==> config.mk <==
export PLATFORM = sky130hd
export DESIGN_NAME = rlvs_ctrl
export DESIGN_NICKNAME = d
export VERILOG_FILES = /design/src/rtl/rlvs_pkg.sv /design/src/rtl/rlvs_ctrl.sv
export SDC_FILE = /design/constraint.sdc
export NUM_CORES = 1
export LEC_CHECK = 0
export BUFFER_PORTS_ARGS = -buffer_cell sky130_fd_sc_hd__buf_2
export CAP_MARGIN = 20
export CORE_AREA = 3 3 40 42
export DETAILED_ROUTE_END_ITERATION = 16
export DIE_AREA = 0 0 43 45
export SLEW_MARGIN = 5
export SYNTH_ARGS = -nofsm -noshare
export SYNTH_HDL_FRONTEND = slang
export SYNTH_SLANG_ARGS = --single-unit
==> constraint.sdc <==
create_clock -name clk -period 1.1 [get_ports clk]
set_clock_uncertainty 0.2 [all_clocks]
set_input_delay 0.11 -clock clk [delete_from_list [all_inputs] [get_ports clk]]
set_output_delay 0.11 -clock clk [all_outputs]
set_load 0.05 [all_outputs]
==> src/rtl/rlvs_pkg.sv <==
// Shared constants, codes and control types of the run-length vector store.
// No dependencies; compiled first.
package rlvs_pkg;

    localparam int unsigned ACT_W           = 2;
    localparam int unsigned DATA_W          = 64;
    localparam int unsigned LEN_W           = 31;
    localparam int unsigned STAT_W          = 2;
    localparam int unsigned MAX_RUNS_DEF    = 64;
    localparam int unsigned VALUE_WIDTH_DEF = 64;

    localparam logic [LEN_W-1:0] LEN_MAX = '1;

    localparam logic [ACT_W-1:0] ACT_CLEAR   = 2'd0;
    localparam logic [ACT_W-1:0] ACT_APPEND  = 2'd1;
    localparam logic [ACT_W-1:0] ACT_PROJECT = 2'd2;
    localparam logic [ACT_W-1:0] ACT_EXTRACT = 2'd3;

    localparam logic [STAT_W-1:0] ST_OK     = 2'd0;
    localparam logic [STAT_W-1:0] ST_BOUNDS = 2'd1;
    localparam logic [STAT_W-1:0] ST_FULL   = 2'd2;
    localparam logic [STAT_W-1:0] ST_RSVD   = 2'd3;

    typedef struct packed {
        logic capture;
        logic do_clear;
        logic do_append;
        logic bad_load;
        logic scan_start;
        logic scan_step;
        logic proj_load;
        logic emit_start;
        logic emit_read;
        logic emit_load;
    } rlvs_cmd_t;

    typedef struct packed {
        logic [ACT_W-1:0] in_act;
        logic             in_bad;
        logic             hit;
        logic             emit_last;
    } rlvs_stat_t;

endpackage

==> src/rtl/rlvs_ctrl.sv <==
// Controller: sequences accept, scan and emit phases and owns the output valid flag.
// Depends on rlvs_pkg; commands rlvs_datapath.
module rlvs_ctrl (
    input  logic                  clk,
    input  logic                  rst_n,
    input  logic                  in_valid,
    output logic                  in_ready,
    output logic                  out_valid,
    input  logic                  out_ready,
    output rlvs_pkg::rlvs_cmd_t   cmd,
    input  rlvs_pkg::rlvs_stat_t  stat
);
    typedef enum logic [1:0] {IDLE, SCAN, EREAD, EDATA} state_t;

    state_t state_reg, state_next;
    logic   out_vld_reg, out_vld_next;
    logic   is_proj_reg, is_proj_next;
    logic   accept, out_free, load;

    always_comb
    begin
        out_free   = !out_vld_reg || out_ready;
        in_ready   = (state_reg == IDLE) && !out_vld_reg;
        accept     = in_valid && in_ready;
        cmd        = '0;
        state_next = state_reg;
        is_proj_next = is_proj_reg;
        unique case (state_reg)
            IDLE:
            begin
                if (accept)
                begin
                    cmd.capture  = 1'b1;
                    is_proj_next = (stat.in_act == rlvs_pkg::ACT_PROJECT);
                    case (stat.in_act)
                        rlvs_pkg::ACT_CLEAR:  cmd.do_clear  = 1'b1;
                        rlvs_pkg::ACT_APPEND: cmd.do_append = 1'b1;
                        default:
                        begin
                            if (stat.in_bad)
                                cmd.bad_load = 1'b1;
                            else
                            begin
                                cmd.scan_start = 1'b1;
                                state_next     = SCAN;
                            end
                        end
                    endcase
                end
            end
            SCAN:
            begin
                cmd.scan_step = 1'b1;
                if (stat.hit)
                begin
                    if (is_proj_reg)
                    begin
                        cmd.proj_load = 1'b1;
                        state_next    = IDLE;
                    end
                    else
                    begin
                        cmd.emit_start = 1'b1;
                        state_next     = EREAD;
                    end
                end
            end
            EREAD:
            begin
                cmd.emit_read = 1'b1;
                state_next    = EDATA;
            end
            EDATA:
            begin
                if (out_free)
                begin
                    cmd.emit_load = 1'b1;
                    state_next    = stat.emit_last ? IDLE : EREAD;
                end
            end
            default: state_next = IDLE;
        endcase
        load = cmd.do_clear || cmd.do_append || cmd.bad_load || cmd.proj_load
               || cmd.emit_load;
        out_vld_next = load ? 1'b1 : (out_ready ? 1'b0 : out_vld_reg);
    end

    always_ff @(posedge clk or negedge rst_n)
    begin
        if (!rst_n)
        begin
            state_reg   <= IDLE;
            out_vld_reg <= 1'b0;
            is_proj_reg <= 1'b0;
        end
        else
        begin
            state_reg   <= state_next;
            out_vld_reg <= out_vld_next;
            is_proj_reg <= is_proj_next;
        end
    end

    assign out_valid = out_vld_reg;

endmodule

==> flow_metrics.env, run 1 <==
export IMPL_holdCritPathClass="primary input to asynchronous set/reset pin"
export IMPL_drt_iter0_drc=6
export IMPL_drive_above_1_share=0.8056
export IMPL_ys_top_cells_by_count="4 x dfrtp_1, 3 x nor2_1"
export IMPL_grt_max_degree=8
export IMPL_ant_nets=0
export IMPL_first_global_vias=414
export IMPL_syn_mean_instance_area_um2=8.910
export IMPL_detailed_place_hpwl_um=798.7
export IMPL_synth_nets=42
export IMPL_power_density_mw_per_mm2=2924
export IMPL_largest_register_ffs=2
export IMPL_r2r_end="state_reg[0]"
export IMPL_pin_count=21
export IMPL_gr_max_usage_layer="met2"
export IMPL_r2r_slack_ps=-430
export IMPL_cp_start_kind="flop"
export IMPL_switching_share=0.4734
export IMPL_die_y_um=45
export IMPL_crit_fanout=4
export IMPL_final_nets=83
export IMPL_finalSetupViolations=16
export IMPL_power_internal_mw=1.281
export IMPL_met1_usage=0.1772
export IMPL_synth_area_leader_cell="dfrtp_1"
export IMPL_clockBufferDepth=2
export IMPL_slew_headroom=0.8398
export IMPL_irDropWorstVdd_mv=1.324
export IMPL_yosysMostFrequentCell="dfrtp_1"
export IMPL_power_frac_seq=0.127
export IMPL_dp_cells=76
export IMPL_cts_sinks=4
export IMPL_gr_usage_met2=0.2006
export IMPL_fin_util=0.6475
export IMPL_insertedDiodeCount=0
export IMPL_cts_tree="yes"
export IMPL_start_util=0.2288
export IMPL_routed_wirelength_um=1153
export IMPL_synthCells=33
export IMPL_grt_overflow_total=0
export IMPL_ctsRootBufferMaster="clkbuf_4"
export IMPL_synth_async_reset_ratio=1.000
export IMPL_synthDistinctLibCells=23
export IMPL_die_area_mm2=0.001935
export IMPL_timing_rr_start="state_reg[0]"
export IMPL_via_per_inst=4.747
export IMPL_drc=0
export IMPL_worst_pin_slew_ps=240.2
export IMPL_stdcell_count=87
export IMPL_crit_arrival_ps=1350
export IMPL_rsz0062_at_grt="true"
export IMPL_yosysSeqAreaShare=0.3404
export IMPL_synth_warnings=0
export IMPL_met3_usage=0.03187
export IMPL_synth_main_ff_cell="dfrtp_1"
export IMPL_io_buffers=20
export IMPL_r2r_cells=6
export IMPL_comb_power_share=0.796
export IMPL_maxCapViolCount=0
export IMPL_grt_use_total=0.1361
export IMPL_power_mw=2.433
export IMPL_fillers=109
export IMPL_synth_area_top_cells="dfrtp_1 34%, nand3b_4 6.8%, nor4_1 4.3%"
export IMPL_drtPass1Iterations=4
export IMPL_vias=413
export IMPL_cts_made_buffers=3
export IMPL_crit_path_end_kind="output pin"
export IMPL_hold_viol=0
export IMPL_synth_edff_count=0
export IMPL_fin_crit_ps=1659
export IMPL_clk_latency_ps=240
export IMPL_area_growth_pct=183.0
export IMPL_synth_area_um2=294.0
export IMPL_power_switching_mw=1.152
export IMPL_pwr_share_clk=0.077
export IMPL_leakagePower_nw=0.3859
export IMPL_antenna_found_initial=0
export IMPL_critPathKind="flop to output pin"
export IMPL_fp_dieW_um=43
export IMPL_min_period_over_period=1.508
export IMPL_finalSetupTns_ps=-6910
export IMPL_worstPathRequired_ps=790
export IMPL_path_clk_slew_ps=40
export IMPL_synth_ff_latch_count=4
export IMPL_grt_pass1_wl_um=1918
export IMPL_wl_per_cell_um=13.25
export IMPL_status="finished, violations left"
export IMPL_coreArea_mm2=0.001285
export IMPL_htreeDepth=1
export IMPL_max_freq_ghz=0.6029
export IMPL_violations="negative setup slack"
export IMPL_rows=13
export IMPL_final_max_slew_viol_count=0
export IMPL_netlist_area_leader_share=0.3404
export IMPL_setup_ws_ps=-558.8
export IMPL_gp_congestion=0.6241
## power by group through the flow
stage | Combinational [mW] | Clock (mW) | Sequential, mW
6_report | 1.94 | 0.188 | 0.309
5_1_grt | 2.03 | 0.216 | 0.315
4_1_cts | 1.80 | 0.196 | 0.309
3_5_place_dp | 1.33 | 0 | 0.302
3_3_place_gp | 1.32 | 0 | 0.299
2_1_floorplan | 0.858 | 0 | 0.397
## layout make-up
class	count	area (um2)	area share
well taps	15	18.77	0.02256
multi-input cells	24	294.0	0.3534
clock buffers	3	22.52	0.02707
flip-flops and latches	4	102.6	0.1233
repair buffers	37	364.1	0.4376
inverters	4	30.03	0.03609
## critical path, stage by stage (launching register included)
cell	delay (ps)
dfrtp_1	410
nor2_4	150
nand3b_4	150
inv_8	90
and3_4	180
buf_8	140
## placed cells by master, fill, tap and decap left out, drive strengths merged
cell type    netlist  routed
a221oi             1       1
nand2              1       1
o21ai              1       1
buf                1      34
nand3b             2       2
clkbuf             0       3
dlygate4sd3        0       3
and3               2       2
nor3b              1       1
a21boi             1       1
inv                4       4
a21oi              2       2
a31oi              1       1
and2b              1       1
nor4               2       2
dfrtp              4       4
nor3               2       2
nor4b              1       1
o221ai             1       1
nor2               4       4
nand2b             1       1
## cells by family after synthesis
logic type,after synthesis,share of synthesized area
simple gates,17,0.4128
compound gates,7,0.1575
flops,4,0.3404
buf+inv,5,0.08938
## timing repair
item / in CTS / in global routing
hold endpoints to repair: 6 / 0
hold buffers: 3 / 0
buffers inserted: 4 / 2
pin swaps: 5 / 2
resized for setup: 36 / 6
setup endpoints to repair: 16 / 16
cloned: 0 / 0
## routing by layer
metal,part of all wire,routed length [um]
met5,0,0
met4,0.014,16
met3,0.049,57
met2,0.53,611
met1,0.41,468
## per-stage QoR
| step | cell area [um2] | hold WS (ps) | setup slack [ps] |
|---|---|---|---|
| after global placement | 575.6 | -278.1 | -378.7 |
| after detailed placement | 575.6 | -271.8 | -387.5 |
| after CTS | 790.8 | 6.444 | -562.5 |
| final | 832.0 | 11.97 | -558.8 |
| after global routing | 832.0 | 6.905 | -612.7 |
| after floorplan | 400.4 | -385.6 | -502.0 |
## how the worst max path moves through the flow
stage	cells past startpoint	end	start	slack (ps)
2_1_floorplan	2	cmd[7]	out_valid	-500
3_3_place_gp	5	cmd[6]	state_reg[1]	-380
3_5_place_dp	5	cmd[6]	state_reg[1]	-390
4_1_cts	5	cmd[6]	state_reg[0]	-560
5_1_grt	5	cmd[6]	state_reg[1]	-610
6_report	5	cmd[6]	state_reg[1]	-560
No activity file was read; power rests on OpenSTA's default activity.
==> run 2: changes to the inputs <==
--- a/config.mk
+++ b/config.mk
@@ -5,7 +5,7 @@
 export SDC_FILE = /design/constraint.sdc
 export NUM_CORES = 1
 export LEC_CHECK = 0
-export BUFFER_PORTS_ARGS = -buffer_cell sky130_fd_sc_hd__buf_2
+export BUFFER_PORTS_ARGS = -buffer_cell sky130_fd_sc_hd__buf_4
 export CAP_MARGIN = 20
 export CORE_AREA = 3 3 40 42
 export DETAILED_ROUTE_END_ITERATION = 16
@@ -14,3 +14,4 @@
 export SYNTH_ARGS = -nofsm -noshare
 export SYNTH_HDL_FRONTEND = slang
 export SYNTH_SLANG_ARGS = --single-unit
+export TNS_END_PERCENT = 50
==> flow_metrics.env, run 2 (synthesis gave the netlist of run 1 again) <==
export IMPL_final_cell_mix="19 x buf_4, 8 x buf_6, 4 x buf_8, 3 x clkbuf_4, 3 x dlygate4sd3_1"
export IMPL_insertedDiodeCount=0
export IMPL_r2r_slack_ps=-230
export IMPL_via_per_inst=4.762
export IMPL_antenna_found_initial=0
export IMPL_first_global_vias=402
export IMPL_grt_overflow_total=0
export IMPL_power_frac_seq=0.151
export IMPL_slew_headroom=0.8055
export IMPL_cts_tree="yes"
export IMPL_routed_wirelength_um=1117
export IMPL_leakagePower_nw=0.3550
export IMPL_hp_start="stat[1]"
export IMPL_slowest_delay_ps=390
export IMPL_fin_crit_ps=1630
export IMPL_die_area_mm2=0.001935
export IMPL_crit_fanout=4
export IMPL_pin_count=21
export IMPL_hold_viol=0
export IMPL_power_internal_mw=1.019
export IMPL_clk_latency_ps=230
export IMPL_dp_cells=75
export IMPL_cpMaxStageDelayCell="dfrtp_1"
export IMPL_switching_share=0.5012
export IMPL_fp_dieW_um=43
export IMPL_final_nets=80
export IMPL_finalSetupViolations=16
export IMPL_violations="negative setup slack"
export IMPL_ctsRootBufferMaster="clkbuf_4"
export IMPL_maxCapViolCount=0
export IMPL_layout_commonest_cell="buf_4"
export IMPL_worstPathRequired_ps=790
export IMPL_timing_rr_start="state_reg[1]"
export IMPL_cp_start_kind="flop"
export IMPL_worst_pin_slew_ps=291.8
export IMPL_place_ws_ps=-335.5
export IMPL_crit_arrival_ps=1320
export IMPL_holdCritPathClass="primary input to flop"
export IMPL_die_y_um=45
export IMPL_drtPass1Iterations=4
export IMPL_detailed_place_hpwl_um=824.5
export IMPL_rsz0062_at_grt="true"
export IMPL_whs_ps=22.57
export IMPL_critPathKind="flop to output pin"
export IMPL_largest_register_ffs=2
export IMPL_wl_per_cell_um=13.30
export IMPL_placed_cell_area_um2=601.8
export IMPL_cts_made_buffers=3
export IMPL_cts_sinks=4
export IMPL_grt_use_total=0.1305
export IMPL_power_switching_mw=1.024
export IMPL_pwr_share_clk=0.085
export IMPL_status="finished, violations left"
export IMPL_finalSetupTns_ps=-6131
export IMPL_max_freq_ghz=0.6134
export IMPL_drc=0
export IMPL_clockBufferDepth=2
export IMPL_grt_max_degree=10
export IMPL_crit_path_start="state_reg[1]"
export IMPL_ant_nets=0
export IMPL_final_max_slew_viol_count=0
export IMPL_htreeDepth=1
export IMPL_path_cells="nor2_4, nand3b_4, inv_8, and3_4, buf_8"
export IMPL_vias=400
export IMPL_comb_power_share=0.764
export IMPL_coreArea_mm2=0.001285
export IMPL_setup_ws_ps=-530.1
export IMPL_power_density_mw_per_mm2=2685
export IMPL_drive_above_1_share=0.7826
export IMPL_grt_pass1_wl_um=1849
export IMPL_crit_path_end_kind="output pin"
export IMPL_drt_iter0_drc=5
export IMPL_path_clk_slew_ps=30
export IMPL_fin_area_um2=760.7
export IMPL_start_util=0.2288
export IMPL_io_buffers=20
export IMPL_area_growth_pct=158.7
export IMPL_irDropWorstVdd_mv=1.157
export IMPL_gp_congestion=0.6908
export IMPL_rows=13
export IMPL_min_period_over_period=1.482
export IMPL_stdcell_count=84
## run 2: cell types whose count changed in the layout (fill, tap and decap cells not counted), sizes merged
cell  before  now
buf       34   31
## run 2: metrics by stage
step / util / power, mW
6_report: 0.5920 / 2.042
5_1_grt: 0.5920 / 2.145
4_1_cts: 0.5813 / 2.006
3_5_place_dp: 0.4684 / 1.605
3_3_place_gp: 0.4684 / 1.589
2_1_floorplan: - / 1.178
## run 2: worst paths after layout
kind,to,depth (start not counted)
worst max-delay path,cmd[6],5
worst min-delay path,state_reg[1],3
worst max register to register,out_valid,5
worst min register to register,out_valid,2
max in group asynchronous,out_valid,2
min in group asynchronous,state_reg[0],2
## run 2: final cells by class
class	count	area, um2
well taps	15	18.77
repair buffers	34	322.8
flip-flops and latches	4	102.6
fillers	115	524.3
clock buffers	3	22.52
multi-input cells	24	269.0
inverters	4	25.02
## run 2: per-layer routing
| metal | wire [um] | up-vias | global-route usage |
|---|---|---|---|
| met3 | 59 | 0 | 0.03586 |
| met1 | 443 | 195 | 0.1443 |
| met2 | 614 | 13 | 0.2455 |
| met4 | 0 | 0 | 0.03614 |
| li1 | - | 192 | - |
| met5 | 0 | - | 0 |
## run 2: power by group through the flow
stage / Sequential (mW) / Combinational [mW] / Clock [mW]
2_1_floorplan: 0.396 / 0.782 / 0
3_3_place_gp: 0.305 / 1.28 / 0
3_5_place_dp: 0.308 / 1.30 / 0
4_1_cts: 0.306 / 1.52 / 0.180
5_1_grt: 0.314 / 1.64 / 0.194
6_report: 0.308 / 1.56 / 0.173
## run 2: critical path: cells and delay by family (launching register included)
kind	cells	cell delay, ps
DFF	1	390
and+or+nand+nor	3	470
buffers and inverters	2	230
## run 2: timing repair
action,in CTS,in global routing
setup buffers,2,1
pin swaps,3,0
endpoints found under the hold margin,6,0
gates resized for setup,20,2
hold buffers,3,0
gates cloned,0,0
endpoints found under the setup margin,16,16
==> run 3: changes to the inputs <==
--- a/config.mk
+++ b/config.mk
@@ -10,6 +10,7 @@
 export CORE_AREA = 3 3 40 42
 export DETAILED_ROUTE_END_ITERATION = 16
 export DIE_AREA = 0 0 43 45
+export SKIP_CTS_REPAIR_TIMING = 1
 export SLEW_MARGIN = 5
 export SYNTH_ARGS = -nofsm -noshare
 export SYNTH_HDL_FRONTEND = slang
==> constraint.sdc (replaced) <==
create_clock -name clk -period 1.6 [get_ports clk]
set_clock_uncertainty 0.2 [all_clocks]
set_input_delay 0.16 -clock clk [delete_from_list [all_inputs] [get_ports clk]]
set_output_delay 0.16 -clock clk [all_outputs]
set_load 0.05 [all_outputs]
==> flow_metrics.env, run 3 (synthesis gave the netlist of run 1 again) <==
export IMPL_cts_sinks=4
export IMPL_clockBufferDepth=2
export IMPL_final_cell_mix="18 x buf_4, 6 x buf_6, 3 x clkbuf_4"
export IMPL_cts_made_buffers=3
export IMPL_htreeDepth=1
export IMPL_cts_tree="yes"
export IMPL_irDropWorstVdd_mv=0.8683
export IMPL_pin_count=21
export IMPL_status="finished, violations left"
export IMPL_met3_usage=0.03586
export IMPL_finalSetupTns_ps=-272.6
export IMPL_worstPathRequired_ps=1240
export IMPL_hold_viol=0
export IMPL_worst_pin_slew_ps=273.7
export IMPL_via_per_inst=4.667
export IMPL_power_density_mw_per_mm2=1902
export IMPL_met1_usage=0.1141
export IMPL_routed_wirelength_um=912
export IMPL_regArea_um2=102.6
export IMPL_multiInputGateArea_um2=222.7
export IMPL_drc=0
export IMPL_drtPass1Iterations=2
export IMPL_holdCritPathClass="primary input to asynchronous set/reset pin"
export IMPL_maxCapViolCount=0
export IMPL_drt_iter0_drc=2
export IMPL_vias=364
export IMPL_fin_util=0.4869
export IMPL_power_mw=1.190
export IMPL_final_nets=73
export IMPL_insertedDiodeCount=0
export IMPL_violations="negative setup slack"
export IMPL_first_global_vias=367
export IMPL_slew_headroom=0.8150
export IMPL_area_growth_pct=112.8
export IMPL_rows=13
export IMPL_grt_pass1_wl_um=1580
export IMPL_setup_ws_ps=-83.75
export IMPL_stdcell_count=78
export IMPL_wl_per_cell_um=11.69
export IMPL_die_area_mm2=0.001935
export IMPL_io_buffers=20
export IMPL_grt_overflow_total=0
export IMPL_dp_cells=69
export IMPL_path_clk_slew_ps=40
export IMPL_grt_max_degree=10
export IMPL_gr_max_usage_layer="met2"
export IMPL_critPathKind="flop to output pin"
export IMPL_crit_arrival_ps=1320
export IMPL_cp_start_kind="flop"
export IMPL_coreArea_mm2=0.001285
export IMPL_leakagePower_nw=0.2931
export IMPL_r2r_cells=4
export IMPL_fin_crit_ps=1684
export IMPL_finalSetupViolations=6
export IMPL_fp_dieW_um=43
export IMPL_gp_congestion=0.6774
export IMPL_whs_ps=50.38
export IMPL_grt_use_total=0.1119
export IMPL_clk_latency_ps=240
export IMPL_ant_nets=0
export IMPL_final_max_slew_viol_count=0
export IMPL_crit_fanout=5
export IMPL_die_y_um=45
export IMPL_layout_commonest_cell="buf_4"
export IMPL_gr_usage_met2=0.1886
export IMPL_crit_path_end_kind="output pin"
export IMPL_max_freq_ghz=0.5939
export IMPL_drive_above_1_share=0.6825
export IMPL_largest_register_ffs=2
export IMPL_rsz0062_at_grt="true"
export IMPL_antenna_found_initial=0
export IMPL_r2r_slack_ps=250
export IMPL_fillers=122
export IMPL_ctsRootBufferMaster="clkbuf_4"
export IMPL_detailed_place_hpwl_um=746.3
export IMPL_start_util=0.2288
export IMPL_min_period_over_period=1.052
==> run 3: cell types whose count changed in the layout (fill, tap and decap cells not counted), sizes merged <==
cell	change
dlygate4sd3	-1
clkbuf	+1
buf	-6
==> run 3: critical path, cell delays in order, from the launching register on <==
cell      delay (ps)
dfrtp_2          430
nor2_4           110
nand3b_4         130
inv_4             90
and3_4           190
buf_8            140
==> run 3: final cells by class <==
type                            instances  area share
Multi-Input combinational cell         24      0.3560
Tap cell                               15     0.03000
Inverter                                4     0.02800
Sequential cell                         4      0.1640
Timing Repair Buffer                   27      0.3800
Clock buffer                            4     0.04200
==> run 3: final timing paths <==
kind | endpoint | start
max | cmd[6] | state_reg[0]
min reg2reg | out_valid | out_valid
min in group clk | is_proj_reg | stat[3]
max in group asynchronous | is_proj_reg | rst_n
max reg2reg | state_reg[0] | state_reg[0]
min | out_valid | rst_n
==> run 3: through the flow <==
step           worst slack [ps]  area (um2)
5_1_grt                  -148.5       625.6
3_3_place_gp              110.1       510.5
3_5_place_dp              80.04       510.5
4_1_cts                  -185.6       536.8
6_report                 -83.75       625.6
2_1_floorplan            -290.4       337.8
==> run 3: metal layers <==
| layer | routed length [um] | share of wire |
|---|---|---|
| met2 | 459 | 0.50 |
| met5 | 0 | 0 |
| met4 | 0 | 0 |
| met3 | 88 | 0.096 |
| met1 | 364 | 0.40 |
==> run 3: power breakdown <==
group / internal (mW) / switching, mW
Sequential: 0.158 / 0.0690
Clock: 0.0937 / 0.0439
Combinational: 0.315 / 0.511
Total: 0.566 / 0.624
